==> src/hw/rtl/kwa_pkg.sv <==
`timescale 1ns / 1ps

package kwa_pkg;

	localparam int unsigned KEY_COUNT = 16;
	localparam int unsigned AGE_W = 6;
	localparam int unsigned SPAN_W = 5;
	localparam int unsigned INDEX_W = 4;
	localparam int unsigned CFG_INDEX_W = 2;
	localparam int unsigned CFG_DATA_W = 5;

	localparam logic [AGE_W-1:0] AGE_MAX = 6'd63;

	localparam logic [CFG_INDEX_W-1:0] REG_PAD_ENABLED = 2'd0;
	localparam logic [CFG_INDEX_W-1:0] REG_FIRST_DELAY = 2'd1;
	localparam logic [CFG_INDEX_W-1:0] REG_NEXT_DELAY = 2'd2;

	localparam logic PAD_ENABLED_RST = 1'b1;
	localparam logic [SPAN_W-1:0] FIRST_DELAY_RST = 5'd20;
	localparam logic [SPAN_W-1:0] NEXT_DELAY_RST = 5'd5;

	typedef logic [KEY_COUNT-1:0] key_mask_t;

	typedef struct packed {
		key_mask_t keys_now;
		key_mask_t keys_before;
		key_mask_t repeat_key;
		key_mask_t hidden_keys;
		logic [AGE_W-1:0] frame_age;
		logic [SPAN_W-1:0] repeat_span;
	} pad_state_t;

	typedef struct packed {
		logic pad_enabled;
		logic [SPAN_W-1:0] first_repeat_delay;
		logic [SPAN_W-1:0] next_repeat_delay;
	} pad_cfg_t;

	typedef struct packed {
		logic key_caught;
		logic [INDEX_W-1:0] key_slot;
		key_mask_t held_mask;
	} pad_result_t;

	function automatic logic [INDEX_W-1:0] lowest_index(input key_mask_t mask);
		logic [INDEX_W-1:0] idx;
		idx = '0;
		for (int i = KEY_COUNT - 1; i >= 0; i--) begin
			if (mask[i]) begin
				idx = INDEX_W'(i);
			end
		end
		return idx;
	endfunction

endpackage

==> src/hw/rtl/kwa_frame.sv <==
`timescale 1ns / 1ps

module kwa_frame (
	input  kwa_pkg::pad_state_t  cur,
	input  kwa_pkg::pad_cfg_t    cfg,
	input  kwa_pkg::key_mask_t   key_sample,
	input  logic                 catch_request,
	output kwa_pkg::pad_state_t  nxt,
	output kwa_pkg::pad_result_t res
);

	kwa_pkg::pad_state_t st;
	kwa_pkg::key_mask_t press;
	kwa_pkg::key_mask_t fresh;
	kwa_pkg::key_mask_t cand;
	logic caught;

	always_comb begin
		st = cur;
		press = '0;
		fresh = '0;
		cand = '0;
		caught = 1'b0;

		if (cur.frame_age != kwa_pkg::AGE_MAX) begin
			st.frame_age = cur.frame_age + 1'b1;
		end

		if (cfg.pad_enabled) begin
			st.keys_before = cur.keys_now;
			st.keys_now = key_sample;
			st.hidden_keys = cur.hidden_keys & ~(cur.keys_now ^ key_sample);
			st.repeat_key = cur.repeat_key & st.hidden_keys;
		end

		if (cfg.pad_enabled && catch_request) begin
			if (st.frame_age >= {1'b0, st.repeat_span}) begin
				st.keys_before = st.keys_before & ~st.repeat_key;
			end
			press = st.keys_now & ~st.keys_before;
			if (press != '0) begin
				fresh = press & ~st.repeat_key;
				cand = (fresh != '0) ? fresh : st.repeat_key;
				st.hidden_keys = st.hidden_keys | cand;
				st.frame_age = '0;
				st.repeat_span = (cand != st.repeat_key) ? cfg.first_repeat_delay
					: cfg.next_repeat_delay;
				st.repeat_key = cand & (~cand + 1'b1);
				caught = 1'b1;
			end
		end
	end

	assign nxt = st;
	assign res.key_caught = caught;
	assign res.key_slot = caught ? kwa_pkg::lowest_index(st.repeat_key) : '0;
	assign res.held_mask = st.keys_now & ~st.hidden_keys;

endmodule

==> src/hw/rtl/keypad_wait_with_autorepeat_unit.sv <==
`timescale 1ns / 1ps

// Channel  | Handshake            | Payload
// ---------+----------------------+------------------------------------------
// in       | in_valid, in_ready   | key_sample, catch_request
// out      | out_valid, out_ready | key_caught, key_slot, held_mask
// cfg      | cfg_wr_en            | cfg_index, cfg_data
//
// One frame beat is taken per cycle while in_ready is high; it passes the input register, then the result register.
// The frame logic is combinational between the input register and the result register.
// Reset restores the default delays, enables the pad and saturates the frame age.
// A stalled result holds the result register and, once the input register is full, in_ready.

module keypad_wait_with_autorepeat_unit (
	input  logic                                 clk,
	input  logic                                 arst_n,
	input  logic                                 in_valid,
	output logic                                 in_ready,
	input  logic [kwa_pkg::KEY_COUNT-1:0]        key_sample,
	input  logic                                 catch_request,
	output logic                                 out_valid,
	input  logic                                 out_ready,
	output logic                                 key_caught,
	output logic [kwa_pkg::INDEX_W-1:0]          key_slot,
	output logic [kwa_pkg::KEY_COUNT-1:0]        held_mask,
	input  logic                                 cfg_wr_en,
	input  logic [kwa_pkg::CFG_INDEX_W-1:0]      cfg_index,
	input  logic [kwa_pkg::CFG_DATA_W-1:0]       cfg_data
);

	logic valid_s1;
	kwa_pkg::key_mask_t key_sample_s1;
	logic catch_request_s1;
	logic advance;

	kwa_pkg::pad_state_t state_q;
	kwa_pkg::pad_state_t state_nxt;
	kwa_pkg::pad_cfg_t cfg_q;
	kwa_pkg::pad_result_t res_nxt;
	kwa_pkg::pad_result_t res_q;
	logic out_valid_q;

	assign advance = valid_s1 && (!out_valid_q || out_ready);
	assign in_ready = !valid_s1 || advance;

	always_ff @(posedge clk or negedge arst_n) begin
		if (!arst_n) begin
			valid_s1 <= 1'b0;
		end else if (in_ready) begin
			valid_s1 <= in_valid;
		end
	end

	always_ff @(posedge clk) begin
		if (in_valid && in_ready) begin
			key_sample_s1 <= key_sample;
			catch_request_s1 <= catch_request;
		end
	end

	always_ff @(posedge clk or negedge arst_n) begin
		if (!arst_n) begin
			cfg_q.pad_enabled <= kwa_pkg::PAD_ENABLED_RST;
			cfg_q.first_repeat_delay <= kwa_pkg::FIRST_DELAY_RST;
			cfg_q.next_repeat_delay <= kwa_pkg::NEXT_DELAY_RST;
		end else if (cfg_wr_en) begin
			unique case (cfg_index)
				kwa_pkg::REG_PAD_ENABLED: cfg_q.pad_enabled <= cfg_data[0];
				kwa_pkg::REG_FIRST_DELAY: cfg_q.first_repeat_delay <= cfg_data;
				kwa_pkg::REG_NEXT_DELAY: cfg_q.next_repeat_delay <= cfg_data;
				default: ;
			endcase
		end
	end

	kwa_frame u_frame (
		.cur           (state_q),
		.cfg           (cfg_q),
		.key_sample    (key_sample_s1),
		.catch_request (catch_request_s1),
		.nxt           (state_nxt),
		.res           (res_nxt)
	);

	always_ff @(posedge clk or negedge arst_n) begin
		if (!arst_n) begin
			state_q.keys_now <= '0;
			state_q.keys_before <= '0;
			state_q.repeat_key <= '0;
			state_q.hidden_keys <= '0;
			state_q.frame_age <= kwa_pkg::AGE_MAX;
			state_q.repeat_span <= '0;
		end else if (advance) begin
			state_q <= state_nxt;
		end
	end

	always_ff @(posedge clk or negedge arst_n) begin
		if (!arst_n) begin
			out_valid_q <= 1'b0;
		end else if (!out_valid_q || out_ready) begin
			out_valid_q <= valid_s1;
		end
	end

	always_ff @(posedge clk) begin
		if (advance) begin
			res_q <= res_nxt;
		end
	end

	assign out_valid = out_valid_q;
	assign key_caught = res_q.key_caught;
	assign key_slot = res_q.key_slot;
	assign held_mask = res_q.held_mask;

endmodule
==> config.mk <==
export PLATFORM = sky130hd
export DESIGN_NAME = keypad_wait_with_autorepeat_unit
export DESIGN_NICKNAME = d
export VERILOG_FILES = /design/src/hw/rtl/kwa_pkg.sv /design/src/hw/rtl/kwa_frame.sv /design/src/hw/rtl/keypad_wait_with_autorepeat_unit.sv
export SDC_FILE = /design/constraint.sdc
export NUM_CORES = 1
export LEC_CHECK = 0
export ABC_AREA = 0
export BUFFER_PORTS_ARGS = -buffer_cell sky130_fd_sc_hd__buf_2
export CAP_MARGIN = 20
export CORE_ASPECT_RATIO = 1.1
export CORE_MARGIN = 1
export CORE_UTILIZATION = 49
export DETAILED_ROUTE_END_ITERATION = 12
export PLACE_DENSITY = 0.67
export SLEW_MARGIN = 10
export SYNTH_ARGS = -nofsm -noshare
export SYNTH_HDL_FRONTEND = slang
export SYNTH_HIERARCHICAL = 1
export SYNTH_SLANG_ARGS = --single-unit
==> constraint.sdc <==
create_clock -name clk -period 4.8 [get_ports clk]
set_input_delay 0.72 -clock clk [delete_from_list [all_inputs] [get_ports clk]]
set_output_delay 0.72 -clock clk [all_outputs]
set_load 0.05 [all_outputs]
---- Word level (Yosys, flattened, before mapping) ----
Index checks and enable logic that the tools add are counted.
cells by class
  add/subtract/negate cells ............... 2
  order comparisons ....................... 1
  eq/ne operators ......................... 4
  muxes and demuxes ....................... 25
  bitwise gates (word level) .............. 15
  reduce and logical (&&, ||, !) cells .... 18
operators with widths
  cell                                                             number
  16-bit AND                                                       7
  16-bit inverter                                                  5
  64-bit 2-to-1 mux                                                1
  59-bit 2-to-1 mux                                                1
  16-bit 2-to-1 mux                                                3
  43-bit 2-to-1 mux                                                1
  4-bit 2-to-1 mux                                                 8
  16-bit nonzero test                                              2
  16-bit by 1-bit adder with 16-bit output, second input constant  1
  16-bit != test                                                   1
  16-bit bitwise OR                                                1
  16-bit XOR                                                       1
  3-bit 2-to-1 mux                                                 4
  9-bit OR reduction                                               1
  6-bit by 1-bit adder with 6-bit output, second input constant    1
  6-bit by 5-bit greater-or-equal comparator with 1-bit output     1
  6-bit 2-to-1 mux                                                 1
  6-bit != test, second input constant                             1
  2-bit AND reduction                                              3
  5-bit 2-to-1 mux                                                 1
  5-bit OR reduction                                               1
  2-bit 2-to-1 mux                                                 2
  1-bit logical AND                                                3
  1-bit 2-to-1 mux                                                 3
  other kinds (9)                                                  11
word-level totals
  register bits ........................... 126
  output and inout port bits .............. 23
  logic and storage cells ................. 84

---- Depth between registers and ports, before layout ----
Gate-level depths: netlist of the first run.
  word-level depth ........................ 34
  depth in mapped cells ................... 17
  gate-level depth less buffers ........... 16

---- Hierarchy ----
The synthesis of the first run kept the hierarchy.
modules (own cells, without submodules)
  module                            times used  cells an instance  area each (um2)  sequential area each (um2)
  keypad_wait_with_autorepeat_unit  1           230                4615.7           3357.0
  kwa_frame                         1           514                3245.6           0.0

---- Worst setup path after synthesis of the first run ----
OpenSTA, ideal clock, no wires.
  kind .................................... register to register
  from .................................... reg state_q[5] (netlist bit)
  to ...................................... reg res_q, in the netlist key_slot[1], data pin
  library setup time ...................... 0.279 ns
  data arrival time ....................... 3.801 ns
  data required time ...................... 4.521 ns
  setup slack ............................. 0.720 ns
  cell stages (with the launch flop) ...... 16
  period minus slack after synthesis ...... 4.080 ns
  cells stage by stage .................... dfstp_2 -> ha_1 -> and2_1 -> nand4_1 -> xnor2_1 -> ha_1 -> nand2b_1 -> a21o_1 -> a21o_1 -> a2111o_1 -> a31oi_1 -> inv_1 -> a41o_1 -> or2_0 -> o311ai_0 -> a31oi_1
RTL lines
  element                 line                                     text
  from (decl)             keypad_wait_with_autorepeat_unit.sv:36   kwa_pkg::pad_state_t state_q;
  from (signal assigned)  keypad_wait_with_autorepeat_unit.sv:94   state_q <= state_nxt;
  to (signal assigned)    keypad_wait_with_autorepeat_unit.sv:108  res_q <= res_nxt;
  to (decl)               keypad_wait_with_autorepeat_unit.sv:40   kwa_pkg::pad_result_t res_q;

---- Worst setup path in the final report of the first run ----
  from .................................... reg state_q[5] (netlist bit)
  to ...................................... reg res_q, in the netlist key_slot[1], data pin
between the ends
  word-level cells in the longest chain between the ends .. 29
  elaborated cells between the ends (all ways) .. 35
  classes of those cells .................. 2 x add/sub; 1 x order compare; 1 x eq/ne; 22 x mux; 6 x bitwise; 3 x reduce/logical
ends and longest elaborated chain
  element                                                                         line                              text
  6-bit by 1-bit adder with 6-bit output / 6-bit != test (equally long branches)  kwa_frame.sv:26, kwa_frame.sv:25
  6-bit 2-to-1 mux (*)                                                            kwa_frame.sv:25                   if (cur.frame_age != kwa_pkg::AGE_MAX) begin
  6-bit by 5-bit greater-or-equal comparator with 1-bit output (*)                kwa_frame.sv:37                   if (st.frame_age >= {1'b0, st.repeat_span}) begin
  16-bit 2-to-1 mux (*)                                                           kwa_frame.sv:37
  16-bit 2-to-1 mux (*)                                                           kwa_frame.sv:36                   if (cfg.pad_enabled && catch_request) begin
  16-bit inverter (*)                                                             kwa_frame.sv:40                   press = st.keys_now & ~st.keys_before;
  16-bit AND (*)                                                                  kwa_frame.sv:40
  16-bit AND                                                                      kwa_frame.sv:42                   fresh = press & ~st.repeat_key;
  (+2 left out)                                                                   --
  16-bit inverter                                                                 kwa_frame.sv:48                   st.repeat_key = cand & (~cand + 1'b1);
  16-bit by 1-bit adder with 16-bit output                                        kwa_frame.sv:48
  16-bit AND                                                                      kwa_frame.sv:48
  43-bit 2-to-1 mux                                                               kwa_frame.sv:41                   if (press != '0) begin
  59-bit 2-to-1 mux                                                               kwa_frame.sv:36
  4-bit 2-to-1 mux (8 in a row)                                                   kwa_pkg.sv:49                     if (mask[i]) begin
  3-bit 2-to-1 mux (4 in a row)                                                   kwa_pkg.sv:49
  2-bit 2-to-1 mux (2 in a row)                                                   kwa_pkg.sv:49
Every way passes the cells marked *; elsewhere a longest branch is shown, timed or not. The select of a mux whose other input is x is not followed.
A chain may end at the register's enable or synchronous reset.

==> flow_summary.ini, run 1 <==
[power]
ir_drop_v = 0.000291
pwr-share-comb = 0.421
switching_share = 0.399
power.leakage_nw = 3.84
p_int_mw = 3.21
seqPwrFrac = 0.348
pwr-share-clk = 0.231
power.density_nw_per_um2 = 597
p_switching_mw = 2.13

[worst_setup_path]
r2r_cells = 15
worstPathRequired_ns = 4.95
critPathArrivalTime_ns = 4.56
criticalPathCategory = reg -> reg
critPathMaxFanout = 13
end_kind = flop
cp-start-kind = flop

[timing]
rsz0062_at_grt = no
finalHoldViolations = 0
fmaxAchievable_mhz = 226
fin_tns_setup_ns = 0
relSlewSlack = 0.395
slew_viol_final = 0
clock-skew-final_ns = 0.00987
tightest_slew_ns = 0.907
setup_ws_ns = 0.383
finalCritPeriodShare = 0.920
fin_crit_ns = 4.42
setup_viol = 0

[logic_synthesis]
synth_top_cell_by_area = dfrtp_1
avgSynthCellArea_um2 = 10.6
synth_edf_count = 38
synthesis.area_um2 = 7860
synthTopCellsByCount = 86 x nand2_1, 77 x dfrtp_1, 64 x mux2_2, 42 x a21oi_1, 39 x mux2_4
yosysWarnings = 6
yosysSeqAreaShare = 0.427
synth_seq_cells = 126
synth_top_cells_by_area = dfrtp_1 25%, edfxtp_1 15%, mux2_2 9.2%
netlist_instances = 744
syn_nets = 779
synthMostInstantiatedCell = nand2_1
synth_top_area_frac = 0.245
ys.flop_type = dfrtp_1
synthArstFlopShare = 0.698
ys_types = 75

[floorplanning]
die_area_um2 = 16600
initial_core_util = 0.502
fp.dieH_um = 135
die_x_um = 123
core_area_um2 = 15700
ios = 52
rows = 48

[global_route]
grt_pass1_vias = 6199
gr-max-usage-layer = met2
antenna_found_initial = 0
gr-total-overflow = 0
grtUsageMet2 = 0.463
grt_use_met3 = 0.0498
track_usage = 0.273
grt_start_max_net_pins = 51
grt_pass1_wl_mm = 34.0
grtUsageMet1 = 0.344

[cells_and_area]
layout-drive-gt1-share = 0.289
area_growth_pct = 13.8
diodes = 0
n_fill_cell = 1329
final_nets = 834

[clocking]
cts.sinks = 126
root_buffer = clkbuf_16
cts_tree = done
htreeDepth = 4
clkLatencyLatePin_ns = 0.43
cts_setup_buffers = 0
ctsHoldBuffers = 0
ctsResizeCount = 0
cts_buffers = 17
clk_pin_slew_ns = 0.06
ctsLongestPathBuffers = 2

[job]
cap_violations = 0

[placement]
port_buffers = 51
routabilityCongestion = 0.913
dp_hpwl_mm = 15.2
pre_cts_slack_ns = 0.430

[run_status]
status = finished clean

[detailed_routing]
route.detailed.drc = 0
finalWirelength_mm = 21.4
via_per_inst = 6.12
vias = 6189
drt_iter0_drc = 674
post_drt_wl_per_cell_um = 21.2
dr.pass1.iters = 6
ant_nets = 0

[worst_hold_path]
hold_class = in -> async
critical path: stages, from the launching register on:
cell and delay (ns):
dfstp_2 0.56, ha_1 0.20, and2_1 0.23, nand4_1 0.24
xnor2_1 0.26, ha_1 0.25, nand2b_1 0.14, a21o_1 0.17
a21o_1 0.17, a2111o_1 0.46, a31oi_4 0.23, buf_4 0.24
o21ai_0 0.13, a211o_1 0.35, o311ai_0 0.37, a31oi_1 0.13
layout by cell type, fill, tap and decap left out, types with 4 or more instances in the layout:
master,instances
nand2b_1,14
nand3_1,9
buf_2,50
edfxtp_1,38
nor2_1,23
a21boi_0,11
o2bb2ai_1,11
a221oi_1,5
dfrtp_1,77
buf_4,21
o21ai_0,38
clkbuf_16,17
nor4b_1,10
inv_1,17
o22ai_1,6
ha_1,6
a31oi_1,7
a21oi_1,42
nor3b_1,9
mux2_2,64
o31ai_1,4
nand4_1,8
nand3b_1,6
mux2i_1,25
or4_1,4
xor2_1,13
nor3_1,6
nand2_1,86
nor2b_1,33
nor4_1,7
and2_1,11
xnor2_1,5
dfstp_2,10
a21o_1,9
clkinv_2,4
mux2_4,39
per-layer routing:
layer / part of all wire / routed length, µm
met5: 0 / 0
met4: 0.023 / 495
met3: 0.053 / 1130
met2: 0.49 / 10600
met1: 0.43 / 9210
cells by family after synthesis:
family          synth area share
simple gates               0.168
compound gates             0.142
buf+inv                   0.0337
flops                      0.427
mux                        0.200
xor+xnor                  0.0201
fa+ha+maj                0.00955
final timing paths:
check / start / end / slack [ns]
max reg2reg: state_q[5] / key_slot[1] / 0.38
max in group asynchronous: arst_n / state_q[39] / 3.41
min reg2reg: cfg_q[1] / cfg_q[1] / 0.51
min in group clk: key_sample[13] / key_sample_s1[13] / 0.46
min: arst_n / state_q[22] / 0.32
max: state_q[5] / key_slot[1] / 0.38
cell type report:
class                      instances  area, µm²  area share
clock inverter                    13        113      0.0126
sequential                       126       3360       0.376
timing repair buffer              73        450      0.0504
inverter                          18       67.6     0.00755
clock buffer                      19        443      0.0495
tap                              200        250      0.0280
multi-input combinational        563       4260       0.476
flip-flops by register name (all words and copies together), names as in the netlist:
name,flops
state_q,75
catch_request_s1,1
out_valid,1
cfg_q,11
key_caught,1
held_mask,16
key_slot,4
key_sample_s1,16
valid_s1,1
power by group through the flow:
stage / combinational (mW) / clock, mW / sequential, mW
2_1_floorplan: 1.56 / 0 / 1.88
3_3_place_gp: 2.19 / 0 / 1.84
3_5_place_dp: 2.21 / 0 / 1.86
4_1_cts: 2.23 / 1.26 / 1.85
5_1_grt: 2.44 / 1.30 / 1.91
6_report: 2.25 / 1.23 / 1.86
through the flow:
| step | area [µm²] | std cells | hold slack [ns] | util | total power [mW] |
|---|---|---|---|---|---|
| 6_report | 8940 | 1012 | 0.318 | 0.571 | 5.34 |
| 5_1_grt | 8940 | 1012 | 0.357 | 0.571 | 5.65 |
| 4_1_cts | 8930 | 1011 | 0.329 | 0.570 | 5.33 |
| 3_5_place_dp | 8370 | 979 | 0.502 | 0.534 | 4.07 |
| 3_3_place_gp | 8350 | 978 | 0.489 | 0.532 | 4.03 |
| 2_1_floorplan | 7860 | 744 | 0.424 | - | 3.44 |
Note: power is estimated with default switching activity, not from simulation.
==> run 2: changes to the inputs <==
PLACE_DENSITY = 0.69   (was 0.67)
clock period = 3.9 ns   (was 4.8 ns; I/O delays follow)
==> run 2 against run 1 <==
The flow now finishes with violations (negative setup slack). Worst hold slack worse by 0.24 ns. Sequential power is 19% higher. Highest routed layer unchanged. Via count is 6.0% higher.
==> flow_summary.ini, run 2 (synthesis gave the netlist of run 1 again) <==
[detailed_routing]
via_per_inst = 5.99
dr.pass1.iters = 5
finalWirelength_mm = 22.6
drt_iter0_drc = 551
ant_nets = 0
vias = 6561
route.detailed.drc = 0
post_drt_wl_per_cell_um = 20.6

[timing]
tightest_slew_ns = 0.989
finalHoldViolations = 0
rsz0062_at_grt = yes
clock-skew-final_ns = 0.00788
setup_ws_ns = -0.174
finalCritPeriodShare = 1.04
fmaxAchievable_mhz = 245
setup_viol = 3
relSlewSlack = 0.341
fin_crit_ns = 4.07
slew_viol_final = 0

[clocking]
htreeDepth = 4
clk_pin_slew_ns = 0.06
cts.sinks = 126
ctsHoldBuffers = 0
cts_tree = done
cts_buffers = 17
root_buffer = clkbuf_16
clkLatencyLatePin_ns = 0.43
ctsLongestPathBuffers = 2

[worst_setup_path]
r2r_setup_slack_ns = -0.17
cp-start-kind = flop
critPathArrivalTime_ns = 4.34
end_kind = flop
regToRegStartpoint = state_q[6]
criticalPathCategory = reg -> reg
r2r-end = key_slot[1]
critPathMaxFanout = 7
worstPathRequired_ns = 4.17
r2r_cells = 18

[cells_and_area]
fin_util = 0.631
final_nets = 918
final_cell_mix = 92 x buf_4, 85 x nand2_1, 77 x dfrtp_1
final_common_cell = buf_4
fin_cells = 1096
largest_reg_flops = 75
area_growth_pct = 25.9
diodes = 0
top_register = state_q
layout-drive-gt1-share = 0.382

[global_route]
track_usage = 0.289
grt_start_max_net_pins = 82
antenna_found_initial = 0
gr-total-overflow = 0
grt_pass1_vias = 6596
grt_pass1_wl_mm = 35.6

[run_status]
violations = negative setup slack
status = complete, but fails checks

[power]
power.density_nw_per_um2 = 732
power.total_mw = 7.25
power.leakage_nw = 4.36
ir_drop_v = 0.000366

[job]
cap_violations = 0

[floorplanning]
die_x_um = 123
core_area_um2 = 15700
fp.dieH_um = 135
ios = 52
die_area_um2 = 16600
rows = 48
initial_core_util = 0.502

[worst_hold_path]
hold_class = in -> async

[placement]
port_buffers = 51
routabilityCongestion = 0.990
dp_cells = 1045
dp_hpwl_mm = 16.1
[run 2: worst max-delay path by stage]
stage / to / from / slack (ns) / cells past startpoint
2_1_floorplan: key_slot[1] / state_q[5] / -0.02 / 15
3_3_place_gp: key_slot[0] / cfg_q[10] / -0.21 / 15
3_5_place_dp: key_slot[2] / state_q[5] / -0.29 / 16
4_1_cts: key_slot[2] / state_q[5] / -0.05 / 16
5_1_grt: key_slot[1] / state_q[6] / -0.29 / 19
6_report: key_slot[1] / state_q[6] / -0.17 / 18
[run 2: metrics by stage]
| stage | worst slack (ns) | hold slack [ns] | area (µm²) | setup TNS, ns |
|---|---|---|---|---|
| CTS | -0.0458 | 0.312 | 9730 | -0.0656 |
| detailed placement | -0.285 | 0.494 | 8860 | -0.933 |
| finish | -0.174 | 0.0800 | 9900 | -0.422 |
| global placement | -0.213 | 0.488 | 8860 | -0.667 |
| floorplan | -0.0199 | 0.289 | 7880 | -0.0199 |
| global route | -0.287 | 0.0893 | 9900 | -0.893 |
[run 2: routing by layer]
layer	wire length, µm	track usage	up-vias
li1	-	-	3024
met1	9710	0.367	3257
met2	11200	0.489	235
met3	1130	0.0595	45
met4	515	0.0942	0
met5	0	0	-
[run 2: layout make-up]
type,count,area (µm²)
fillers,1268,5780
multi-input cells,563,4420
flip-flops and latches,126,3360
repair buffers,157,1150
clock buffers,20,500
well taps,200,250
clock inverters,12,141
inverters,18,70.1
[run 2: power breakdown]
| group | switching (mW) | internal (mW) |
|---|---|---|
| Sequential | 0.407 | 1.81 |
| Clock | 0.631 | 1.07 |
| Combinational | 1.75 | 1.58 |
| Total | 2.79 | 4.46 |
[run 2: worst max-delay path: stages (launching register included)]
cell,delay (ns)
dfstp_2,0.56
ha_4,0.14
and2_4,0.14
nand4_1,0.22
xnor2_2,0.23
ha_1,0.29
nand2b_1,0.14
a21o_1,0.17
a21o_1,0.15
a2111o_1,0.46
a31oi_4,0.18
buf_12,0.16
inv_4,0.04
buf_4,0.12
o211a_1,0.10
a22o_2,0.28
nor3_2,0.20
o311ai_2,0.14
a31oi_1,0.19
[run 2: timing repair]
item / CTS / global route
pin swaps: 9 / 12
setup endpoints to repair: 5 / 26
gates cloned: 2 / 0
setup buffers: 10 / 9
resized for setup: 30 / 15
==> run 3: changes to the inputs <==
PLACE_DENSITY = 0.7   (was 0.69)
SYNTH_HIERARCHICAL = default   (was 1)
==> run 3 against run 2 <==
The flow now finishes without violations. Utilization decreased by 1.1 points. Synthesized area decreased by 9.0%. Sequential power decreased by 6%. Register-to-register slack improved by 0.22 ns. Flip-flop and latch count unchanged. Critical endpoint is now key_slot[0]. Largest cell class unchanged.
==> flow_summary.ini, run 3 <==
[logic_synthesis]
synthTopCellsByCount = 181 x nand2_1, 86 x o21ai_0, 77 x dfrtp_1, 52 x a21oi_1, 48 x nor2_1
yosysSeqAreaShare = 0.469
synthesis.area_um2 = 7150
avgSynthCellArea_um2 = 8.83
synth_edf_count = 38
synthArstFlopShare = 0.698
ys.flop_type = dfrtp_1
ys_types = 72
synth_top_cell_by_area = dfrtp_1
synth_top_cells_by_area = dfrtp_1 27%, edfxtp_1 16%, nand2_1 9.5%
syn_nets = 845
synth_top_area_frac = 0.269
synthMostInstantiatedCell = nand2_1
netlist_instances = 810
yosysWarnings = 0
synth_seq_cells = 126

[cells_and_area]
top_register = state_q
fin_cells = 1103
fin_util = 0.621
diodes = 0
final_cell_mix = 181 x nand2_1, 83 x o21ai_0, 77 x dfrtp_1
largest_reg_flops = 75
final_nets = 937
area_growth_pct = 21.6
final_common_cell = nand2_1
layout-drive-gt1-share = 0.234

[detailed_routing]
drt_iter0_drc = 671
finalWirelength_mm = 21.1
dr.pass1.iters = 6
route.detailed.drc = 0
ant_nets = 0
vias = 6626
via_per_inst = 6.01
post_drt_wl_per_cell_um = 19.1

[worst_setup_path]
critPathLaunch = state_q[5]
r2r-end = key_slot[0]
crit_end = key_slot[0]
regToRegStartpoint = state_q[5]
crit_path_max_incr_delay_ns = 0.55
criticalPathCategory = reg -> reg
critical_path.cell_chain = ha_4 -> and3_4 -> nand3_4 -> buf_6 -> xnor2_2 -> ha_1 -> nor3b_2 -> o21ai_1 -> o211ai_1 -> a31oi_2 -> a21oi_2 -> buf_6 -> nor2_1 -> a32oi_1 -> o211ai_2 -> a221oi_2 -> o21a_1 -> o31ai_2
cp-start-kind = flop
crit_path_frequent_cell = buf_6
cp_slowest_cell = dfstp_2
critPathArrivalTime_ns = 4.03
worstPathRequired_ns = 4.08
path_delay_family = compound AO/OA/AOI/OAI gates
path_depth = 18
r2r_setup_slack_ns = 0.05
r2r_cells = 18
crit_buf_inv = 2
end_kind = flop
critPathMaxFanout = 7

[global_route]
grt_pass1_vias = 6298
grt_start_max_net_pins = 60
track_usage = 0.295
gr-total-overflow = 0
antenna_found_initial = 0
grt_pass1_wl_mm = 33.1

[floorplanning]
die_area_um2 = 15100
rows = 45
core_area_um2 = 14000
initial_core_util = 0.510
die_x_um = 117
ios = 52
fp.dieH_um = 129

[clocking]
ctsHoldBuffers = 0
cts_tree = done
clk_pin_slew_ns = 0.06
root_buffer = clkbuf_16
clkLatencyLatePin_ns = 0.43
cts.sinks = 126
cts_buffers = 17
ctsLongestPathBuffers = 2
htreeDepth = 4

[power]
power.leakage_nw = 3.68
power.density_nw_per_um2 = 662
ir_drop_v = 0.000333

[timing]
setup_ws_ns = 0.0498
setup_viol = 0
finalHoldViolations = 0
fin_crit_ns = 3.85
slew_viol_final = 0
tightest_slew_ns = 0.798
relSlewSlack = 0.468
fmaxAchievable_mhz = 260
finalCritPeriodShare = 0.987
clock-skew-final_ns = 0.00657

[placement]
dp_hpwl_mm = 14.8
dp_cells = 1065
pre_cts_slack_ns = -0.0440
port_buffers = 51
routabilityCongestion = 0.962

[job]
cap_violations = 0

[run_status]
status = finished clean

[worst_hold_path]
hold_class = in -> async
-- run 3: changes by cell type after synthesis, sizes merged, moves of 10 or more --
cell	change
a21oi	+11
mux2	-90
nor2	+25
o2bb2ai	-11
buf	-10
nand2	+94
mux2i	-15
clkbuf	+22
xor2	-10
o21ai	+48
-- run 3: routing by layer --
metal  track usage  up-vias  wire [µm]
li1              -     3065          -
met1         0.394     3240       9090
met2         0.468      282      10200
met3        0.0466       39       1260
met4         0.143        0        549
met5             0        -          0
-- run 3: per-stage QoR --
stage	TNS (ns)	cell area, µm²	power (mW)	hold WS, ns
after floorplan	0	7160	3.41	0.289
after global placement	0	7950	4.04	0.457
after detailed placement	-0.0706	7950	4.08	0.462
after CTS	0	8520	5.60	0.273
after global routing	-0.111	8700	6.07	0.307
final	0	8700	5.76	0.247
-- run 3: cells by family (layout without fill, tap and decap cells) --
family / count (synthesis) / count (layout) / share of synthesized area
compound gates: 227 / 227 / 0.200
xor+xnor: 17 / 17 / 0.0208
fa+ha+maj: 6 / 6 / 0.0105
buf+inv: 72 / 177 / 0.0407
flops: 126 / 126 / 0.469
mux: 24 / 24 / 0.0359
simple gates: 338 / 338 / 0.223
-- run 3: repair_timing --
action,in CTS,in global routing
endpoints found under the setup margin,2,10
setup buffers,0,5
pin swaps,3,12
endpoints found under the hold margin,0,0
gates resized for setup,2,29
cloned,0,0
-- run 3: layout make-up --
class / count / area [µm²]
fill: 1178 / 5320
timing repair buffer: 122 / 822
sequential: 126 / 3360
clock inverter: 11 / 119
tap: 188 / 235
inverter: 23 / 86.3
clock buffer: 21 / 440
multi-input combinational: 612 / 3640
-- run 3: worst min path at each step --
stage / from / to / depth (start not counted)
2_1_floorplan: arst_n / cfg_q[1] / 0
3_3_place_gp: state_q[49] / state_q[49] / 2
3_5_place_dp: state_q[49] / state_q[49] / 2
4_1_cts: arst_n / state_q[60] / 1
5_1_grt: arst_n / state_q[60] / 1
6_report: arst_n / state_q[60] / 1
-- run 3: power by group --
| part | internal (mW) | switching [mW] |
|---|---|---|
| combinational | 0.852 | 1.30 |
| sequential | 1.75 | 0.329 |
| clock | 0.934 | 0.587 |
